--- src/rtl/atp_pkg.sv ---
// ----------------------------------------------------------------------------
// atp_pkg
// Shared widths, fixed-point constants and sideband type for the
// polynomial atan2 pipeline.
// ----------------------------------------------------------------------------
package atp_pkg;

  localparam int DEF_INPUT_BITS      = 16;
  localparam int DEF_ANGLE_FRAC_BITS = 13;

  // ratio is unsigned Q1.18, range [0, 1.0] inclusive
  localparam int RATIO_FRAC = 18;
  localparam int RATIO_W    = RATIO_FRAC + 1;
  localparam int SQ_W       = 2 * RATIO_W;

  // polynomial accumulator: signed, 32 fraction bits, |acc| stays below 2^32
  localparam int ACC_FRAC = 32;
  localparam int ACC_W    = 34;
  localparam int PROD_W   = ACC_W + RATIO_W + 1;

  // fold arithmetic reaches pi * 2^32 (35 bits signed)
  localparam int FOLD_W = 36;

  localparam int NUM_COEF = 6;

  // Horner coefficients, highest power first, value * 2^32 rounded
  localparam logic signed [ACC_W-1:0] POLY_COEF [NUM_COEF] = '{
    -34'sd57898178,
     34'sd246863184,
    -34'sd520717845,
     34'sd840249900,
    -34'sd1430200904,
     34'sd4294948527
  };

  localparam logic signed [FOLD_W-1:0] PI_HALF_FIX = 36'sd6746518853;
  localparam logic signed [FOLD_W-1:0] PI_FIX      = 36'sd13493037706;

  typedef struct packed {
    logic swap;   // |y| > |x|
    logic x_neg;
    logic y_neg;
    logic zero;   // both inputs zero
  } side_t;

endpackage

--- src/rtl/atp_prep.sv ---
// ----------------------------------------------------------------------------
// atp_prep
// Input stage: magnitudes, larger/smaller selection and octant flags.
// ----------------------------------------------------------------------------
module atp_prep #(
  parameter int INPUT_BITS = atp_pkg::DEF_INPUT_BITS
) (
  input  logic                         clk,
  input  logic                         rst,
  input  logic                         en,
  input  logic                         in_valid,
  input  logic signed [INPUT_BITS-1:0] in_y,
  input  logic signed [INPUT_BITS-1:0] in_x,
  output logic                         out_valid,
  output logic        [INPUT_BITS-1:0] out_mx,
  output logic        [INPUT_BITS-1:0] out_mn,
  output atp_pkg::side_t               out_side
);
  import atp_pkg::*;

  logic [INPUT_BITS-1:0] ay;
  logic [INPUT_BITS-1:0] ax;
  logic                  y_big;

  // two's complement negate of the most negative code gives the right magnitude
  assign ay    = in_y[INPUT_BITS-1] ? $unsigned(-in_y) : $unsigned(in_y);
  assign ax    = in_x[INPUT_BITS-1] ? $unsigned(-in_x) : $unsigned(in_x);
  assign y_big = ay > ax;

  always_ff @(posedge clk) begin
    if (rst) begin
      out_valid <= 1'b0;
    end else if (en) begin
      out_valid <= in_valid;
    end
  end

  always_ff @(posedge clk) begin
    if (en) begin
      out_mx         <= y_big ? ay : ax;
      out_mn         <= y_big ? ax : ay;
      out_side.swap  <= y_big;
      out_side.x_neg <= in_x[INPUT_BITS-1];
      out_side.y_neg <= in_y[INPUT_BITS-1];
      out_side.zero  <= (ay == '0) && (ax == '0);
    end
  end

endmodule

--- config.mk ---
export PLATFORM = sky130hd
export DESIGN_NAME = atp_prep
export DESIGN_NICKNAME = d
export VERILOG_FILES = /design/src/rtl/atp_pkg.sv /design/src/rtl/atp_prep.sv
export SDC_FILE = /design/constraint.sdc
export NUM_CORES = 1
export LEC_CHECK = 0
export ABC_AREA = 0
export BUFFER_PORTS_ARGS = -buffer_cell sky130_fd_sc_hd__buf_2
export CORE_MARGIN = 3
export CORE_UTILIZATION = 30
export DETAILED_ROUTE_END_ITERATION = 6
export RECOVER_POWER = 100
export SYNTH_ARGS = -nofsm -noshare
export SYNTH_HDL_FRONTEND = slang
export SYNTH_SLANG_ARGS = --single-unit
--- constraint.sdc ---
create_clock -name clk -period 9.95 [get_ports clk]
set_input_delay 0.995 -clock clk [delete_from_list [all_inputs] [get_ports clk]]
set_output_delay 0.995 -clock clk [all_outputs]
set_load 0.005 [all_outputs]
==> key figures <==
Clock network
  – CTS H-tree depth: 2
  – Worst skew pair latency: approximately 0.28 ns
  – # hold bufs at CTS: 0
  – Clock Tree Buf Depth: 2
  – Root buffer cell: clkbuf_8
  – Worst-path clk slew: ~0.070 ns
  – Num CTS Buffers: 5
  – CTS tree: built
  – Clk sinks: 37
  – Post-CTS Setup Repair Bufs: 0
  – PostCTS Resize Cnt: 0

Power and ir drop
  – PD cells: roughly 150 nW/um^2
  – Power after layout: 483 uW
  – Maximum VDD drop: 43.5 uV
  – Leakage: ~1.4 nW

Yosys
  – Post-synth EDFFs: 36
  – Library cells used by synthesis: 46
  – Net Count, Synth: about 310
  – Commonest cells in the netlist: 36 x edfxtp_1, 36 x mux2i_1, 21 x xor2_1, 19 x ha_1, 19 x inv_1
  – Yosys reg bits: 37
  – Ys async rst share: 0%
  – Seq/Total Area, Yosys: between 30% and 40%
  – Synth Instances: 250
  – Main synth FF type: edfxtp_1
  – Cell Area, Synth: 2770 um^2
  – Post-Syn Area per Cell: 11.1 um^2
  – Top cells by area, synth: edfxtp_1 39%, mux2i_1 13%, ha_1 8.6%
  – Yosys top cell area share: a little under 40%
  – Largest area contributor in the netlist: edfxtp_1
  – Syn. warnings: 0

Global routing
  – First-pass GRT wire length: 10500 um
  – Largest net degree at the start of global routing: 38
  – Gr usage total: 12.9%
  – Overflow after GRT: 0
  – Vias in the first global route: between 2000 and 2500
  – Initial antenna violation count: 0

Die
  – DIE WIDTH: 102 um
  – IO Pins: 73
  – Core Area: about 9000 um^2
  – FP Rows: 34
  – Die ar.: 10400 um^2
  – Initial Util: 31.3%
  – Die height: roughly 100 um

Critical path
  – Crit path max-delay family: buffers and inverters
  – Worst r2r src: out_valid$_SDFFE_PP0P_
  – Worst Setup End Kind: flip-flop
  – Slowest-stage cell, CP: clkbuf_1
  – Critical path's largest stage delay: 1.39 ns
  – Crit path max fanout: 27
  – Crit path launch type: input pin
  – Terminus of the critical flop-to-flop path: out_valid$_SDFFE_PP0P_
  – Worst R2R Path Depth: 2
  – Arrival time worst endpoint: 6.14 ns
  – Worst EP required: just under 10 ns
  – WP buf/inv: 3
  – Critical path type: in2reg
  – Crit-path cells: clkbuf_1, or4_1, nor4_1, a21boi_0, xnor2_1, inv_1, ha_1, nand4_1, nor2_1, o31ai_1, a21oi_1, clkbuf_1, mux2i_1
  – R2r setup slk: 9.36 ns
  – Worst path most repeated cell: clkbuf_1

Worst hold path
  – Hold Crit Depth: 2
  – Worst hold path endpoint: out_valid$_SDFFE_PP0P_
  – Worst Hold Class: reg2reg
  – Hold Startpoint: out_valid$_SDFFE_PP0P_

STA
  – Final period demand of the worst path: 6.18 ns
  – Skew final: 0 ns
  – Worst Tran Pin Value: 1.91 ns
  – RSZ-0062 raised after global routing: no
  – Max Freq: 162 MHz
  – Setup TNS: 0 ns
  – Crit share post-route: 62.1%
  – Relative slew slack: -27.3%
  – Final setup fails: 0
  – Hold WS: 0.497 ns
  – Final Hold Fails: 0
  – Final slew viol count: 66
  – Setup ws final: ~3.8 ns

Detailed routing
  – Top Metal Used: met4
  – Routed len/inst: 15.2 um
  – Via count: 2141
  – Drt total wl: around 6500 um
  – Total iterations of the first detailed-routing run: 4
  – Met1 wire length: approximately 3300 um
  – Met3 WL: 341 um
  – Drt drc: 0
  – DR vias/cell: roughly 5.0
  – Detail Route Antenna Nets: 0
  – Met2 Wirelength: 2840 um
  – DRT iter0 DRCs: 151

Layout
  – Area Overhead vs Synth: 19.4%
  – Multi-input gate area: 1560 um^2
  – Fraction of layout cells with a size suffix above 1: between 20% and 30%
  – # fillers: roughly 900
  – Design Area, Final: 3310 um^2
  – Diodes inserted: 0
  – Fin nets: 377
  – Register area: 1100 um^2

Run status
  – Run status: complete, but fails checks
  – Failing checks: capacitance limit, slew limit

Place
  – Placed inst area: 3250 um^2
  – RePlAce Congestion: 0.853
  – Dpl ws: slightly above 5 ns
  – HPWL reported at the end of detailed placement: 5380 um
  – IO buf count: 72

Flow run
  – Max_cap viols: 2
cell usage in the layout (no fill, tap or decap), types with 3 or more instances in the layout:
cell type and instances:
a21o_1 4, a21oi_1 6, buf_2 52, clkbuf_1 22, clkbuf_8 5, edfxtp_1 36, ha_1 19, inv_1 19
mux2i_1 36, nand2_1 10, nand3_1 6, nand4_1 7, nor2_1 7, nor2b_1 6, nor4_1 3, o21ai_0 5
o21ai_1 5, o31ai_1 5, or3_1 3, or3_4 3, or4_1 7, xnor2_1 4, xor2_1 21
through the flow:
stage / util [%] / instances
detailed placement: 36.8 / 423
finish: 37.4 / 431
global route: 37.4 / 431
CTS: 38.0 / 431
global placement: 36.8 / 423
floorplan: - / 250
worst register-to-register path, delay by kind of cell (launching register included):
kind	cells	cell delay, ns
mux	1	0.12
simple gates	1	0.05
flops	1	0.31
kinds of logic after synthesis:
kind of cell / Yosys count / synth area share, %
AND/OR/NAND/NOR: 64 / 14.9
adder cells (fa/ha/maj): 19 / 8.58
buffers and inverters: 27 / 3.66
XOR/XNOR: 26 / 8.49
multiplexers: 38 / 13.8
flip-flops: 37 / 39.7
AO/OA/AOI/OAI: 39 / 10.8
worst max path at each step:
| stage | from | end | cells past startpoint |
|---|---|---|---|
| 5_1_grt | in_y[8] | out_mx[4]$_DFFE_PP_ | 13 |
| 3_3_place_gp | in_y[8] | out_mx[15]$_DFFE_PP_ | 13 |
| 2_1_floorplan | in_y[6] | out_mn[0]$_DFFE_PP_ | 13 |
| 4_1_cts | in_y[8] | out_mx[15]$_DFFE_PP_ | 13 |
| 3_5_place_dp | in_y[8] | out_mx[15]$_DFFE_PP_ | 13 |
| 6_report | in_y[8] | out_mx[15]$_DFFE_PP_ | 13 |
registers in the layout, indices dropped and copies added, names as in the netlist:
signal and cells:
out_valid 1, out_mn 16, out_side 4, out_mx 16
metal layers:
metal  up-vias  track usage (%)
met5         -                0
met4         0             4.54
met3         5             2.18
met2        54             19.7
met1       994             18.4
li1       1088                -
report_power, final:
group	total, mW	internal [mW]	switching (mW)
clock network	0.123	0.0739	0.0494
logic	0.151	0.0664	0.0842
registers	0.209	0.203	0.00568
final cells by class:
type	instances	area share (%)
clock inverter	2	1.02
clock buffer	6	2.19
sequential	37	33.3
multi-input combinational	186	47.0
inverter	19	2.16
tap	108	4.08
timing repair buffer	73	10.2
(Power assumes the default switching activity.)
