$ cat config.mk
export PLATFORM = sky130hd
export DESIGN_NAME = atp_div
export DESIGN_NICKNAME = d
export VERILOG_FILES = /design/src/rtl/atp_pkg.sv /design/src/rtl/atp_div.sv
export SDC_FILE = /design/constraint.sdc
export NUM_CORES = 1
export LEC_CHECK = 0
export BUFFER_PORTS_ARGS = -buffer_cell sky130_fd_sc_hd__buf_2
export CAP_MARGIN = 25
export CORE_ASPECT_RATIO = 0.5
export CORE_UTILIZATION = 40
export CTS_CLUSTER_SIZE = 40
export DETAILED_ROUTE_END_ITERATION = 6
export GPL_ROUTABILITY_DRIVEN = 0
export HOLD_SLACK_MARGIN = 0.05
export PLACE_DENSITY = 0.53
export SLEW_MARGIN = 20
export SYNTH_ARGS = -nofsm -noshare
export SYNTH_HDL_FRONTEND = slang
export SYNTH_SLANG_ARGS = --single-unit
$ cat constraint.sdc
create_clock -name clk -period 4.68 [get_ports clk]
set_clock_uncertainty 0.05 [all_clocks]
set_input_delay 0.702 -clock clk [delete_from_list [all_inputs] [get_ports clk]]
set_output_delay 0.702 -clock clk [all_outputs]
set_load 0.05 [all_outputs]
$ cat src/rtl/atp_pkg.sv
// ----------------------------------------------------------------------------
// atp_pkg
// Shared widths, fixed-point constants and sideband type for the
// polynomial atan2 pipeline.
// ----------------------------------------------------------------------------
package atp_pkg;

  localparam int DEF_INPUT_BITS      = 16;
  localparam int DEF_ANGLE_FRAC_BITS = 13;

  // ratio is unsigned Q1.18, range [0, 1.0] inclusive
  localparam int RATIO_FRAC = 18;
  localparam int RATIO_W    = RATIO_FRAC + 1;
  localparam int SQ_W       = 2 * RATIO_W;

  // polynomial accumulator: signed, 32 fraction bits, |acc| stays below 2^32
  localparam int ACC_FRAC = 32;
  localparam int ACC_W    = 34;
  localparam int PROD_W   = ACC_W + RATIO_W + 1;

  // fold arithmetic reaches pi * 2^32 (35 bits signed)
  localparam int FOLD_W = 36;

  localparam int NUM_COEF = 6;

  // Horner coefficients, highest power first, value * 2^32 rounded
  localparam logic signed [ACC_W-1:0] POLY_COEF [NUM_COEF] = '{
    -34'sd57898178,
     34'sd246863184,
    -34'sd520717845,
     34'sd840249900,
    -34'sd1430200904,
     34'sd4294948527
  };

  localparam logic signed [FOLD_W-1:0] PI_HALF_FIX = 36'sd6746518853;
  localparam logic signed [FOLD_W-1:0] PI_FIX      = 36'sd13493037706;

  typedef struct packed {
    logic swap;   // |y| > |x|
    logic x_neg;
    logic y_neg;
    logic zero;   // both inputs zero
  } side_t;

endpackage

$ cat src/rtl/atp_div.sv
// ----------------------------------------------------------------------------
// atp_div
// Pipelined restoring divider: ratio = floor(mn * 2^18 / mx), one
// quotient bit per stage, integer bit first.
// ----------------------------------------------------------------------------
module atp_div #(
  parameter int MAG_BITS = atp_pkg::DEF_INPUT_BITS
) (
  input  logic                         clk,
  input  logic                         rst,
  input  logic                         en,
  input  logic                         in_valid,
  input  logic [MAG_BITS-1:0]          in_mx,
  input  logic [MAG_BITS-1:0]          in_mn,
  input  atp_pkg::side_t               in_side,
  output logic                         out_valid,
  output logic [atp_pkg::RATIO_W-1:0]  out_ratio,
  output atp_pkg::side_t               out_side
);
  import atp_pkg::*;

  logic                vld  [RATIO_W];
  logic [MAG_BITS-1:0] rem  [RATIO_W];
  logic [MAG_BITS-1:0] dvs  [RATIO_W];
  logic [RATIO_W-1:0]  quo  [RATIO_W];
  side_t               side [RATIO_W];

  for (genvar s = 0; s < RATIO_W; s++) begin : g_stage
    logic                v_in;
    logic [MAG_BITS:0]   trial;
    logic [MAG_BITS-1:0] d_in;
    logic [RATIO_W-1:0]  q_in;
    side_t               sd_in;
    logic                take;

    if (s == 0) begin : g_first
      assign v_in  = in_valid;
      assign trial = {1'b0, in_mn};
      assign d_in  = in_mx;
      assign q_in  = '0;
      assign sd_in = in_side;
    end else begin : g_next
      assign v_in  = vld[s-1];
      assign trial = {rem[s-1], 1'b0};
      assign d_in  = dvs[s-1];
      assign q_in  = quo[s-1];
      assign sd_in = side[s-1];
    end

    assign take = trial >= {1'b0, d_in};

    always_ff @(posedge clk) begin
      if (rst) begin
        vld[s] <= 1'b0;
      end else if (en) begin
        vld[s] <= v_in;
      end
    end

    always_ff @(posedge clk) begin
      if (en) begin
        rem[s]  <= take ? MAG_BITS'(trial - {1'b0, d_in}) : MAG_BITS'(trial);
        dvs[s]  <= d_in;
        quo[s]  <= {q_in[RATIO_W-2:0], take};
        side[s] <= sd_in;
      end
    end
  end

  assign out_valid = vld[RATIO_W-1];
  assign out_ratio = quo[RATIO_W-1];
  assign out_side  = side[RATIO_W-1];

endmodule

==> key figures <==
Status
  • Status: complete, no violations

Logic synthesis
  • Synth Flop Type: edfxtp_1
  • Yosys cell types: 86
  • Yosys top cell area share: 0.593
  • Syn_area_per_cell: 12.6 µm²
  • Post-Syn Area: 0.0436 mm²
  • Largest family of logic cells by synthesized area: compound AO/OA/AOI/OAI gates
  • Most common cell in the netlist: edfxtp_1
  • EDFF count, synth: 861
  • Asr flop ratio synth: 0
  • Mux contribution to synthesized area: 0.0325
  • Post-synthesis adder-cell area fraction: 0.0952
  • Syn Inst Count: 3471
  • Synth top area cells: edfxtp_1 (59%), ha_1 (8.7%), inv_1 (3.2%), mux2_2 (2.9%), o21ai_0 (2.5%)
  • #FFs+latches synth: 861
  • Simple-gate share of the synthesized area: 0.0775
  • Synth cell count leaders: edfxtp_1 (861), inv_1 (367), ha_1 (303)
  • Synth Net Count: 3832
  • Synth area leader: edfxtp_1
  • Synthesized-area fraction occupied by xor and xnor cells: 0.0401
  • Sequential fraction of the synthesis area: 0.593
  • Synth Area in Compound Gates: 0.124
  • Yosys warns: 0

CTS
  • Clock Sinks: 861
  • Postcts setup bufs: 0
  • Clk slew on worst S/H paths: 0.07 ns
  • Root Driver: clkbuf_16
  • # H-tree levels: 3
  • Total CTS buffers: 83
  • CTS tree: built
  • Clock tree buffer depth: 3
  • Hold_buf cts: 0
  • Later-pin clock latency in the skew report: 0.67 ns
  • Post-CTS resize count: 0

Pwr
  • Clk pwr share: 0.218
  • Worst VDD drop: 0.301 mV
  • Sw power: 10700 µW
  • Internal power: 20700 µW
  • P_leak: 0.0193 µW
  • Flop pwr share: 0.382
  • Pwr dens: 647 mW/mm²
  • Sw Share: 0.341
  • Comb power frac: 0.401

Global routing
  • First-pass GRT wire length: 126000 µm
  • Vias in the first global route: 26200
  • Antenna violations before repair: 0
  • Gr ovfl total: 0
  • Total GRT Usage: 0.140
  • Pin count of the biggest net entering global routing: 119

Worst setup path
  • CP max stage cell: o21bai_2
  • Worst setup SP type: flip-flop
  • Crit path max fanout: 22
  • Crit end category: flip-flop
  • Critical path arrival: 3.80 ns
  • Cell chain of the critical path: ha_1 -> nor2b_1 -> o31ai_1 -> a21oi_1 -> a21oi_2 -> o21ai_1 -> o21bai_2 -> inv_1 -> mux2_2
  • WP buf/inv: 1
  • Family with the most delay on the worst path: compound AO/OA/AOI/OAI gates
  • WS Path Type: flip-flop to flip-flop
  • Worst path max stage delay: 0.68 ns
  • Worst path required time: 5.04 ns

STA
  • Slew HR: 0.380
  • Final setup fails: 0
  • Min Tclk post-route: 3.43 ns
  • RSZ-0062 raised after global routing: false
  • Final Max Slew Viols: 0
  • Final Hold Violating Endpoints: 0
  • Ratio of final minimum period to clock period: 0.734
  • Fmax: 291 MHz
  • Slew @ Worst Pin: 0.907 ns
  • Post-Route Hold Slack: 0.163 ns
  • Setup TNS: 0 ns

Detailed routing
  • Metal3 WL: 2140 µm
  • M1 WL: 31000 µm
  • Iter 0 DRT Violations: 1296
  • Vias per cell: 5.05
  • DRC violations left: 0
  • Met2 WL: 39700 µm
  • WL final: 76700 µm
  • Top routing layer in use: met4
  • Final ANT Viol Nets: 0
  • Vias: 25700
  • Drt pass-1 iters: 5
  • Wirelength per Cell: 15.1 µm

Die
  • Starting density of the core: 0.405
  • Core region area: 0.108 mm²
  • Die X: 469 µm
  • Site row count: 85
  • Top-level I/O count: 64
  • Vert. Die Dim: 236 µm
  • Die area: 0.110 mm²

Placement
  • DP HPWL: 55200 µm
  • PortBufs: 63

Cells and area
  • Share of cells above drive strength 1: 0.101
  • Fillers: 9665
  • Fin nets: 3953
  • Synth-to-layout area growth: 11.1%
  • Ant diodes: 0

Run
  • Max-cap violations: 0

Worst hold path
  • Worst hold-check path type: input pin to flip-flop
## state kept, by name, summed over array words and instances (netlist names)
name	flops
quo	190
side	76
vld	19
rem	288
dvs	288
## layer usage
layer,vias up,GRT usage
met5,-,0
met4,0,0.0766
met3,204,0.0258
met2,347,0.260
met1,12100,0.148
li1,13000,-
## kinds of logic after synthesis
kind of cell | after synthesis
AND/OR/NAND/NOR | 709
XOR/XNOR | 200
AO/OA/AOI/OAI | 835
buffers and inverters | 418
multiplexers | 127
flip-flops | 861
adder cells (fa/ha/maj) | 321
## cell usage in the layout, fill, tap and decap left out, types with 49 or more instances in the layout
master / Yosys / layout
a21o_1: 101 / 101
a21oi_1: 197 / 197
buf_2: 16 / 62
clkbuf_16: 0 / 84
edfxtp_1: 861 / 861
ha_1: 303 / 303
inv_1: 367 / 367
mux2_2: 114 / 114
nand2_1: 234 / 234
nor2_1: 164 / 164
nor2b_1: 50 / 50
o21a_1: 49 / 49
o21ai_0: 221 / 221
xnor2_1: 109 / 109
xor2_1: 91 / 91
## path summary, 6_finish.rpt
| check | startpoint | slack [ns] | to | cells past startpoint |
|---|---|---|---|---|
| setup / recovery | rem[12][0] | 1.25 | rem[13][10] | 9 |
| hold / removal | in_side[3] | 0.16 | side[0][3] | 1 |
| setup reg to reg | rem[12][0] | 1.25 | rem[13][10] | 9 |
| hold reg to reg | side[5][1] | 0.36 | side[6][1] | 0 |
## stage by stage
stage | utilization | std cells | total power, µW | setup slack [ns] | instance area, µm²
2_1_floorplan | - | 3471 | 21900 | 1.67 | 43600
3_3_place_gp | 0.424 | 4941 | 24400 | 1.12 | 45700
3_5_place_dp | 0.424 | 4941 | 24700 | 1.13 | 45700
4_1_cts | 0.449 | 5085 | 31700 | 1.21 | 48500
5_1_grt | 0.449 | 5086 | 33700 | 0.979 | 48500
6_report | 0.449 | 5086 | 31400 | 1.25 | 48500
## layout make-up
type                            count  area [µm²]  area share
Tap cell                         1435        1800      0.0370
Timing Repair Buffer               86         598      0.0123
Clock inverter                     52         581      0.0120
Multi-Input combinational cell   2192       16100       0.333
Inverter                          368        1380      0.0285
Clock buffer                       92        2130      0.0440
Sequential cell                   861       25900       0.533
## power groups by stage
stage	Sequential [µW]	Combinational, µW	Clock [µW]
2_1_floorplan	11800	10100	0
3_3_place_gp	12100	12300	0
3_5_place_dp	12100	12500	0
4_1_cts	12000	12600	7100
5_1_grt	12200	14100	7380
6_report	12000	12600	6830
No activity file was read; power rests on OpenSTA's default activity.
