--- src/rtl/atp_pkg.sv ---
// ----------------------------------------------------------------------------
// atp_pkg
// Shared widths, fixed-point constants and sideband type for the
// polynomial atan2 pipeline.
// ----------------------------------------------------------------------------
package atp_pkg;

  localparam int DEF_INPUT_BITS      = 16;
  localparam int DEF_ANGLE_FRAC_BITS = 13;

  // ratio is unsigned Q1.18, range [0, 1.0] inclusive
  localparam int RATIO_FRAC = 18;
  localparam int RATIO_W    = RATIO_FRAC + 1;
  localparam int SQ_W       = 2 * RATIO_W;

  // polynomial accumulator: signed, 32 fraction bits, |acc| stays below 2^32
  localparam int ACC_FRAC = 32;
  localparam int ACC_W    = 34;
  localparam int PROD_W   = ACC_W + RATIO_W + 1;

  // fold arithmetic reaches pi * 2^32 (35 bits signed)
  localparam int FOLD_W = 36;

  localparam int NUM_COEF = 6;

  // Horner coefficients, highest power first, value * 2^32 rounded
  localparam logic signed [ACC_W-1:0] POLY_COEF [NUM_COEF] = '{
    -34'sd57898178,
     34'sd246863184,
    -34'sd520717845,
     34'sd840249900,
    -34'sd1430200904,
     34'sd4294948527
  };

  localparam logic signed [FOLD_W-1:0] PI_HALF_FIX = 36'sd6746518853;
  localparam logic signed [FOLD_W-1:0] PI_FIX      = 36'sd13493037706;

  typedef struct packed {
    logic swap;   // |y| > |x|
    logic x_neg;
    logic y_neg;
    logic zero;   // both inputs zero
  } side_t;

endpackage

--- src/rtl/atp_fold.sv ---
// ----------------------------------------------------------------------------
// atp_fold
// Octant/quadrant fold of the first-octant angle and reduction to the
// output fraction width.
// ----------------------------------------------------------------------------
module atp_fold #(
  parameter int ANGLE_FRAC_BITS = atp_pkg::DEF_ANGLE_FRAC_BITS
) (
  input  logic                              clk,
  input  logic                              rst,
  input  logic                              en,
  input  logic                              in_valid,
  input  logic signed [atp_pkg::ACC_W-1:0]  in_poly,
  input  atp_pkg::side_t                    in_side,
  output logic                              out_valid,
  output logic signed [ANGLE_FRAC_BITS+2:0] out_angle,
  output logic                              out_zero
);
  import atp_pkg::*;

  localparam int ANGLE_W = ANGLE_FRAC_BITS + 3;
  localparam int SHIFT   = ACC_FRAC - ANGLE_FRAC_BITS;

  logic signed [FOLD_W-1:0] a_ext;
  logic signed [FOLD_W-1:0] a_oct;
  logic signed [FOLD_W-1:0] a_quad;
  logic signed [FOLD_W-1:0] a_sgn;
  logic signed [FOLD_W-1:0] a_rnd;

  logic                     v1;
  logic signed [FOLD_W-1:0] a1;
  logic                     yneg1;
  logic                     zero1;

  assign a_ext  = FOLD_W'(in_poly);
  assign a_oct  = in_side.swap  ? PI_HALF_FIX - a_ext : a_ext;
  assign a_quad = in_side.x_neg ? PI_FIX - a_oct : a_oct;

  assign a_sgn  = yneg1 ? -a1 : a1;
  assign a_rnd  = (a_sgn + (FOLD_W'(1) << (SHIFT - 1))) >>> SHIFT;

  always_ff @(posedge clk) begin
    if (rst) begin
      v1        <= 1'b0;
      out_valid <= 1'b0;
    end else if (en) begin
      v1        <= in_valid;
      out_valid <= v1;
    end
  end

  always_ff @(posedge clk) begin
    if (en) begin
      a1        <= a_quad;
      yneg1     <= in_side.y_neg;
      zero1     <= in_side.zero;
      out_angle <= zero1 ? '0 : ANGLE_W'(a_rnd);
      out_zero  <= zero1;
    end
  end

endmodule

--- config.mk ---
export PLATFORM = sky130hd
export DESIGN_NAME = atp_fold
export DESIGN_NICKNAME = d
export VERILOG_FILES = /design/src/rtl/atp_pkg.sv /design/src/rtl/atp_fold.sv
export SDC_FILE = /design/constraint.sdc
export NUM_CORES = 1
export LEC_CHECK = 0
export ABC_AREA = 1
export BUFFER_PORTS_ARGS = -buffer_cell sky130_fd_sc_hd__buf_2
export CAP_MARGIN = 20
export CORE_MARGIN = 5
export CORE_UTILIZATION = 30
export DETAILED_ROUTE_END_ITERATION = 6
export GPL_TIMING_DRIVEN = 0
export SYNTH_ARGS = -nofsm -noshare
export SYNTH_HDL_FRONTEND = slang
export SYNTH_SLANG_ARGS = --single-unit
--- constraint.sdc ---
create_clock -name clk -period 2.2 [get_ports clk]
set_clock_uncertainty 0.1 [all_clocks]
set_input_delay 0.11 -clock clk [delete_from_list [all_inputs] [get_ports clk]]
set_output_delay 0.11 -clock clk [all_outputs]
set_load 0.02 [all_outputs]
==> results of run 1 <==
[worst max-delay path by stage]
stage | from | end | slack, ns | cells past startpoint
3_5_place_dp | in_poly[1] | a1[32]$_DFFE_PP_ | -0.46 | 20
3_3_place_gp | in_poly[1] | a1[31]$_DFFE_PP_ | -0.44 | 20
2_1_floorplan | a1[17]$_DFFE_PP_ | out_angle[15]$_SDFFCE_PP0P_ | 0.002 | 15
6_report | a1[17]$_DFFE_PP_ | out_angle[14]$_SDFFCE_PP0P_ | -0.19 | 13
4_1_cts | a1[9]$_DFFE_PP_ | out_angle[9]$_SDFFCE_PP0P_ | -0.17 | 12
5_1_grt | a1[11]$_DFFE_PP_ | out_angle[10]$_SDFFCE_PP0P_ | -0.37 | 13
[flip-flops by register name, summed over array words and instances, names as in the netlist]
register / cells
out_angle: 16
yneg1: 1
zero1: 1
out_zero: 1
a1: 35
v1: 1
out_valid: 1
[where the power goes]
part	switching, W	total, W	internal [W]
Sequential	0.0000598	0.00139	0.00133
Clock	0.000356	0.000897	0.000541
Combinational	0.000938	0.00150	0.000557
Total	0.00135	0.00378	0.00242
[logic make-up (layout without fill, tap and decap cells)]
kind of cell               after synthesis  in the layout
xor gates and xnor gates                35             35
DFF                                     56             56
buffers and inverters                  162            277
adders and majority gates                4              4
AOI/OAI and AO/OA                       62             62
and+or+nand+nor                        669            669
[cell usage after synthesis, types with 2 or more instances]
cell type  count  area, um2
clkbuf_1       4      15.01
nand2_2       35      219.0
a21oi_2        2      17.52
o21ai_0       19      95.09
inv_2         20      75.07
nand4_1       21      131.4
and2_1         2      12.51
nand3_2        5      50.05
nor3_2         2      20.02
nand2_1      321       1205
a31oi_1        2      12.51
buf_2          9      45.04
nand3b_1       9      67.56
xor2_2         4      65.06
inv_1        126      473.0
nor2_1       140      525.5
o211ai_1       3      22.52
nor4_1         3      18.77
nor2_2        20      125.1
xnor2_1        7      61.31
nor2_4         7      78.83
edfxtp_1      54       1622
xor2_1        24      210.2
nor3_1         8      40.04
dfxtp_1        2      40.04
nand2_4        2      22.52
o21ai_2        3      26.28
ha_1           4      50.05
nand3_1       88      440.4
o21ai_1        8      40.04
a21oi_1       20      100.1
[layer usage]
metal	GRT usage [%]	vias up	wire length, um
li1	-	3334	-
met1	18.01	2758	7565
met2	21.80	141	7732
met3	1.479	32	612
met4	4.024	0	404
met5	0	-	0
[layout make-up]
class	count	area [um2]
fillers	2138	12000
well taps	270	337.8
flip-flops and latches	56	1662
plain buffers	14	73.82
multi-input cells	770	4488
inverters	148	564.3
clock buffers	5	125.1
clock inverters	3	46.29
repair buffers	107	740.7
[stage by stage]
stage          std cells  worst slack, ns  setup TNS, ns  instance area [um2]
5_1_grt             1373          -0.3685         -4.112                 8038
3_5_place_dp        1316          -0.4635         -10.62                 6693
3_3_place_gp        1315          -0.4424         -10.05                 6673
6_report            1373          -0.1891         -1.706                 8038
2_1_floorplan        988         0.002151              0                 6050
4_1_cts             1342          -0.1681         -1.202                 7213
[critical path, delay by kind of cell, from the launching register on]
family / cells / cell delay [ns]
AO/OA/AOI/OAI: 2 / 0.25
XOR/XNOR: 1 / 0.21
buffers and inverters: 1 / 0.16
flip-flops: 1 / 0.40
AND/OR/NAND/NOR: 9 / 1.01
[repair_timing]
item / in CTS / in global routing
setup buffers: 14 / 32
endpoints found under the hold margin: 4 / 0
pin swaps: 19 / 79
setup endpoints to repair: 28 / 32
resized for setup: 54 / 166
hold buffers: 4 / 0
==> results_dict.tcl, run 1 <==
set metrics [dict create \
    status "finished, violations left" \
    violations "negative setup slack" \
    syn_to_final_growth_pct 33.03 \
    drt_iter0_markers 262 \
    crit_chain "nor2_1, nand2_1, nor2_4, nand4_4, o21ai_4, xor2_2, buf_4, nand2_4, nor2_4, and2_4, nand3_1, nand2_1, a21oi_1" \
    r2r_slack_ns -0.19 \
    seq_area_frac_synth_pct 27.50 \
    finalHoldViolations 0 \
    start_kind "flop" \
    r2r_end "out_angle[14]$_SDFFCE_PP0P_" \
    routabilityCongestion 0.9096 \
    drv_slew 0 \
    clock_latency_ns 0.29 \
    setup_violations 13 \
    drive_gt1_share_pct 32.91 \
    worstPathArrival_ns 2.31 \
    cts.clk_slew.worst_paths_ns 0.07 \
    synth_nets 1034 \
    synth_top_family_by_area "simple AND/OR/NAND/NOR gates" \
    yosysUniqueCellTypes 45 \
    post-route-min-period_ns 2.389 \
    drcViolationCount 0 \
    synthSimpleGateAreaFrac_pct 49.84 \
    fin_nets 1148 \
    syn_inst 988 \
    holdWs_ns 0.08211 \
    die_w_um 151.9 \
    htree_num_levels 2 \
    dieHeight_um 151.9 \
    grt_pass1_vias 5670 \
    rsz0062_at_grt "yes" \
    start_util_pct 30.15 \
    drtAntennaViolNets 0 \
    root_buffer "clkbuf_16" \
    clock_path_buffers 2 \
    synthFlopType "edfxtp_1" \
    r2r_cells 13 \
    cts_tree "built" \
    timing.rr.start "a1[17]$_DFFE_PP_" \
    worstHoldPathCells 3 \
    worstPathRequired_ns 2.13 \
    timing.fmax_mhz 418.6 \
    cts_made_buffers 5 \
    synth_compound_area_share_pct 5.964 \
    final_cell_mix "254 x nand2_1, 117 x inv_1, 114 x nor2_1, 85 x nand2_2, 74 x nand3_1" \
    synth_edf_count 54 \
    muxShareOfSynthArea_pct 0 \
    diodes 0 \
    routedWlPerCell_um 11.88 \
    portBuffers 57 \
    cts_sinks 56 \
    slew-limit-headroom_pct 64.63 \
    p_per_area_nw_per_um2 470.2 \
    gr-usage-all-layers_pct 13.14 \
    layout_commonest_cell "nand2_1" \
    synth_seq_cells 56 \
    hp-class "in -> reg" \
    total_power_w 0.003779 \
    synthAdderAreaFrac_pct 0.8283 \
    drt-total-wl_um 16320 \
    worst_slack_ns -0.1891 \
    dpl.hpwl_um 12740 \
    post_synth_xor_area_fraction_pct 5.571 \
    critical_path_class "reg -> reg" \
    cpPeakStageDelay_ns 0.40 \
    rows 52 \
    maxCapViolCount 0 \
    avgSynthCellArea_um2 6.115 \
    min_from "in_poly[0]" \
    utilization_pct 40.11 \
    vdd_drop_max_v 0.0003446 \
    vias 6265 \
    cp-end-kind "flop" \
    async_flop_share_pct 0 \
    antenna_found_initial 0 \
    coreArea_um2 20040 \
    grt_overflow_total 0 \
    fin_crit_sh_pct 108.6 \
    ios 60 \
    min_to "a1[0]$_DFFE_PP_" \
    via_per_inst 4.563 \
    dieArea_um2 23080 \
    p_leak_nw 3.699 \
    path_max_fanout 5 \
    worst_slew_pin_slew_ns 0.5305 \
    netlist_area_um2 6042 \
    dr.pass1.iters 4 \
    grt_pass1_wl_um 26190 \
    cpMaxStageDelayCell "edfxtp_1" \
    ys_warn_count 0 \
    grt_max_degree 38 \
]
Power figures use the tool's default switching activity.
==> inputs of run 2 (changes only) <==
CORE_MARGIN = default   (was 5)
clock period = 2.14 ns   (was 2.2 ns; I/O delays follow)
==> results_dict.tcl, run 2 (synthesis gave the netlist of run 1 again) <==
set metrics [dict create \
    cp.depth 14 \
    drv_slew 0 \
    switching_share_pct 37.68 \
    vias 6394 \
    power_switching_w 0.001461 \
    root_buffer "clkbuf_16" \
    setup_violations 14 \
    path_buf_inv 1 \
    hp-class "in -> reg" \
    coreArea_um2 19590 \
    grt_max_degree 37 \
    finalHoldViolations 0 \
    drt_iter0_markers 317 \
    vdd_drop_max_v 0.0003547 \
    dpl.hpwl_um 12650 \
    p_seq_share_pct 36.7 \
    cp_common_cell "nand2_2" \
    final_cell_mix "235 x nand2_1, 112 x inv_1, 101 x nor2_1, 96 x nand2_2, 72 x nand3_1" \
    status "finished, violations left" \
    cts_made_buffers 5 \
    rows 51 \
    post-route-min-period_ns 2.416 \
    internal_power_w 0.002416 \
    layout_commonest_cell "nand2_1" \
    via_per_inst 4.637 \
    cpPeakStageDelay_ns 0.38 \
    multi_input_area_um2 4617 \
    worstPathArrival_ns 2.35 \
    fin_nets 1159 \
    cts.clk_slew.worst_paths_ns 0.07 \
    slew-limit-headroom_pct 65.55 \
    dieArea_um2 20710 \
    top_regs "a1 (35), out_angle (16)" \
    start_util_pct 30.84 \
    clkPwrFrac_pct 21.8 \
    n_fill_cell 2010 \
    cts_tree "built" \
    clock_latency_ns 0.30 \
    grt_pass1_wl_um 26100 \
    syn_to_final_growth_pct 36.03 \
    critical_path_class "reg -> reg" \
    r2r_cells 14 \
    dr.pass1.iters 7 \
    violations "negative setup slack" \
    drtAntennaViolNets 0 \
    path_max_fanout 6 \
    htree_num_levels 2 \
    r2r_slack_ns -0.28 \
    drt-total-wl_um 16630 \
    worstPathRequired_ns 2.07 \
    crit_chain "nor2_2, nand2_2, nor2_4, nand4_4, clkinv_4, nand2_2, nand2_4, xor2_4, nand2_2, nor2_4, and2_4, nand3_1, nand2_1, a21oi_1" \
    cp-end-kind "flop" \
    register_area_um2 1662 \
    clock_path_buffers 2 \
    rsz0062_at_grt "yes" \
    diodes 0 \
    utilization_pct 41.96 \
    timing.fmax_mhz 414.0 \
    total_power_w 0.003876 \
    largest_reg_flops 35 \
    ios 60 \
    cpMaxStageDelayCell "edfxtp_1" \
    fin_crit_sh_pct 112.9 \
    antenna_found_initial 0 \
    worstHoldPathCells 3 \
    maxCapViolCount 0 \
    combPwrFrac_pct 41.5 \
    grt_pass1_vias 5645 \
    drcViolationCount 0 \
    start_kind "flop" \
    top_register "a1" \
    gr-usage-all-layers_pct 15.75 \
    routabilityCongestion 0.8857 \
    grt_overflow_total 0 \
    worst_slew_pin_slew_ns 0.5167 \
    die_w_um 143.9 \
    drive_gt1_share_pct 36.80 \
    portBuffers 57 \
    cpLargestDelayFamily "simple AND/OR/NAND/NOR gates" \
    p_per_area_nw_per_um2 471.6 \
    p_leak_nw 3.776 \
    routedWlPerCell_um 12.06 \
    worst_slack_ns -0.2756 \
    dieHeight_um 143.9 \
    cts_sinks 56 \
]
[run 2: changes by cell type in the layout (fill, tap and decap cells not counted), sizes merged]
cell	before	now
buf	108	117
bufinv	1	0
clkbuf	14	16
clkinvlp	1	0
inv	146	148
[run 2: layout make-up]
class | instances | area share (%)
multi-input cells | 770 | 56.17
flip-flops and latches | 56 | 20.22
repair buffers | 118 | 9.834
inverters | 148 | 6.957
well taps | 265 | 4.034
clock buffers | 5 | 1.522
plain buffers | 14 | 0.9438
clock inverters | 3 | 0.3197
[run 2: per-layer routing]
metal	vias to the layer above	part of all wire, %	global-route usage (%)
met5	-	0	0
met4	0	2.3	4.647
met3	28	3.4	1.433
met2	157	48	27.82
met1	2839	46	20.19
li1	3370	-	-
[run 2: power groups by stage]
stage / Sequential (W) / Combinational [W] / Clock (W)
after global placement: 0.00145 / 0.00115 / 0
after floorplan: 0.00148 / 0.000807 / 0
after global routing: 0.00144 / 0.00178 / 0.000907
final: 0.00142 / 0.00161 / 0.000844
after CTS: 0.00142 / 0.00130 / 0.000864
after detailed placement: 0.00145 / 0.00116 / 0
[run 2: timing repair]
item | 4_1_cts | 5_1_grt
endpoints found under the setup margin | 33 | 35
pin swaps | 23 | 100
resized for setup | 46 | 219
buffers inserted | 18 | 38
hold endpoints to repair | 4 | 0
hold buffers | 4 | 0
[run 2: worst paths after layout]
| kind | start | end |
|---|---|---|
| setup / recovery | a1[2]$_DFFE_PP_ | out_angle[14]$_SDFFCE_PP0P_ |
| hold / removal | in_poly[0] | a1[0]$_DFFE_PP_ |
| setup reg to reg | a1[2]$_DFFE_PP_ | out_angle[14]$_SDFFCE_PP0P_ |
| hold reg to reg | out_valid$_SDFFE_PP0P_ | out_valid$_SDFFE_PP0P_ |
[run 2: worst reg2reg max path, cell delays in order (launching register included)]
cell and delay (ns):
edfxtp_1 0.38, nor2_2 0.16, nand2_2 0.08, nor2_4 0.14, nand4_4 0.18, clkinv_4 0.14
nand2_2 0.08, nand2_4 0.09, xor2_4 0.19, nand2_2 0.11, nor2_4 0.13, and2_4 0.18
nand3_1 0.07, nand2_1 0.06, a21oi_1 0.06
[run 2: stage by stage]
stage | hold WS [ns] | cells | cell area, um2 | TNS [ns] | setup slack [ns]
3_3_place_gp | 0.1812 | 1310 | 6680 | -12.09 | -0.4998
3_5_place_dp | 0.1820 | 1311 | 6700 | -12.90 | -0.5309
6_report | 0.05832 | 1379 | 8219 | -2.769 | -0.2756
4_1_cts | 0.07128 | 1341 | 7204 | -2.527 | -0.2557
2_1_floorplan | 0.07607 | 988 | 6063 | -0.1598 | -0.05471
5_1_grt | 0.07332 | 1379 | 8219 | -4.987 | -0.4118
==> inputs of run 3 (changes only) <==
CORE_UTILIZATION = 40   (was 30)
==> results_dict.tcl, run 3 (synthesis gave the netlist of run 1 again) <==
set metrics [dict create \
    cp-end-kind "flop" \
    cts_tree "built" \
    top_regs "a1 (35), out_angle (16)" \
    pre_cts_slack_ns -0.5105 \
    violations "design-rule violations, negative setup slack" \
    portBuffers 57 \
    min_to "a1[0]$_DFFE_PP_" \
    final_cell_mix "245 x nand2_1, 118 x inv_1, 109 x nor2_1, 95 x nand2_2, 72 x nand3_1" \
    critical_path_class "reg -> reg" \
    layout_commonest_cell "nand2_1" \
    drt_iter0_markers 181 \
    holdWs_ns 0.06833 \
    cts_sinks 56 \
    start_kind "flop" \
    grt_overflow_total 0 \
    grt_max_degree 31 \
    grt_pass1_wl_um 25340 \
    fin_crit_sh_pct 109.5 \
    dp.cells 1230 \
    path_buf_inv 0 \
    status "finished, violations left" \
    ios 60 \
    drtAntennaViolNets 0 \
    rsz0062_at_grt "yes" \
    syn_to_final_growth_pct 30.88 \
    dpl.hpwl_um 12470 \
    dieArea_um2 15600 \
    finalHoldViolations 0 \
    worstPathArrival_ns 2.27 \
    path_max_fanout 6 \
    worst_slew_pin_slew_ns 0.6571 \
    clock_latency_ns 0.29 \
    setup_violations 13 \
    cpMaxStageDelayCell "edfxtp_1" \
    top_register "a1" \
    worst_slack_ns -0.2040 \
    antenna_found_initial 0 \
    r2r_cells 12 \
    fin_nets 1147 \
    setup.worst_path.start "a1[3]$_DFFE_PP_" \
    r2r_end "out_angle[14]$_SDFFCE_PP0P_" \
    combPwrFrac_pct 39.6 \
    slew-limit-headroom_pct 56.20 \
    p_seq_share_pct 37.1 \
    htree_num_levels 2 \
    hp-class "in -> reg" \
    dr.pass1.iters 6 \
    grt_pass1_vias 5635 \
    worstHoldPathCells 3 \
    cts_made_buffers 5 \
    rows 44 \
    root_buffer "clkbuf_16" \
    layoutNonFillerInstCount 1286 \
    drv_slew 0 \
    via_per_inst 4.851 \
    gr-usage-all-layers_pct 19.73 \
    die_w_um 124.9 \
    switching_share_pct 35.47 \
    start_util_pct 41.26 \
    worstPathRequired_ns 2.07 \
    drt-total-wl_um 16070 \
    vias 6239 \
    cpLargestDelayFamily "simple AND/OR/NAND/NOR gates" \
    maxCapViolCount 0 \
    routabilityCongestion 0.9003 \
    routedWlPerCell_um 12.49 \
    drive_gt1_share_pct 34.03 \
    p_leak_nw 3.669 \
    clock_path_buffers 2 \
    p_per_area_nw_per_um2 484.5 \
    clkPwrFrac_pct 23.3 \
    crit_chain "nor2_2, nand2_2, nor2_4, nand4_4, o21ai_2, xor2_2, nand2_2, nor2_4, and2_4, nand3_2, nand2_1, a21oi_1" \
    cts.clk_slew.worst_paths_ns 0.07 \
    r2r_slack_ns -0.20 \
    post-route-min-period_ns 2.344 \
    min_from "in_poly[0]" \
    coreArea_um2 14640 \
    internal_power_w 0.002472 \
    power_switching_w 0.001359 \
    largest_reg_flops 35 \
    timing.rr.start "a1[3]$_DFFE_PP_" \
    diodes 0 \
    vdd_drop_max_v 0.0003217 \
    drcViolationCount 6 \
    dieHeight_um 124.9 \
    cp.depth 12 \
    timing.fmax_mhz 426.6 \
    cpPeakStageDelay_ns 0.37 \
]
==> run 3: cell count changes in the layout (fill, tap and decap cells not counted), moves of 6 or more <==
cell	change
buf_4	-10
nand2_1	+10
nand2_4	-9
nor2_1	+8
nor2_2	-8
inv_2	-7
inv_1	+6
==> run 3: area by class of cell <==
cell class              count  area, um2
fillers                  1461       6736
multi-input cells         770       4488
flip-flops and latches     56       1662
repair buffers            106      720.7
inverters                 148      569.3
well taps                 184      230.2
clock buffers               6      128.9
plain buffers              14      73.82
clock inverters             2      35.03
==> run 3: worst max path at each step <==
stage	endpoint
finish	out_angle[14]$_SDFFCE_PP0P_
global route	out_angle[12]$_SDFFCE_PP0P_
CTS	out_angle[14]$_SDFFCE_PP0P_
detailed placement	a1[31]$_DFFE_PP_
global placement	a1[31]$_DFFE_PP_
floorplan	out_angle[15]$_SDFFCE_PP0P_
==> run 3: worst min-delay path, stage by stage <==
cell     delay (ns)
buf_2          0.09
nand2_1        0.08
nand2_2        0.08
==> run 3: through the flow <==
stage               TNS, ns  util (%)  instance area [um2]  total power (W)
CTS                  -1.857     48.41                 7089         0.003610
floorplan           -0.1598         -                 6063         0.002285
global placement     -12.51     44.92                 6579         0.002587
global route         -4.475     54.00                 7908         0.004065
detailed placement   -12.29     45.06                 6599         0.002603
finish               -1.837     54.00                 7908         0.003831
==> run 3: power by group through the flow <==
stage	clock [W]	sequential [W]	combinational, W
after floorplan	0	0.00148	0.000807
after global placement	0	0.00144	0.00114
after detailed placement	0	0.00144	0.00116
after CTS	0.000912	0.00142	0.00128
after global routing	0.000962	0.00143	0.00167
final	0.000893	0.00142	0.00152
==> run 3: per-layer routing <==
metal | vias up | GRT usage [%] | part of all wire (%)
li1 | 3341 | - | -
met1 | 2768 | 24.05 | 45
met2 | 106 | 36.38 | 50
met3 | 24 | 1.503 | 2.7
met4 | 0 | 7.102 | 2.8
met5 | - | 0 | 0
==> run 3: timing repair <==
item	in CTS	in global routing
hold buffers	4	0
pin swaps	16	80
setup buffers	13	31
gates resized for setup	47	177
endpoints found under the setup margin	34	34
hold endpoints to repair	4	0
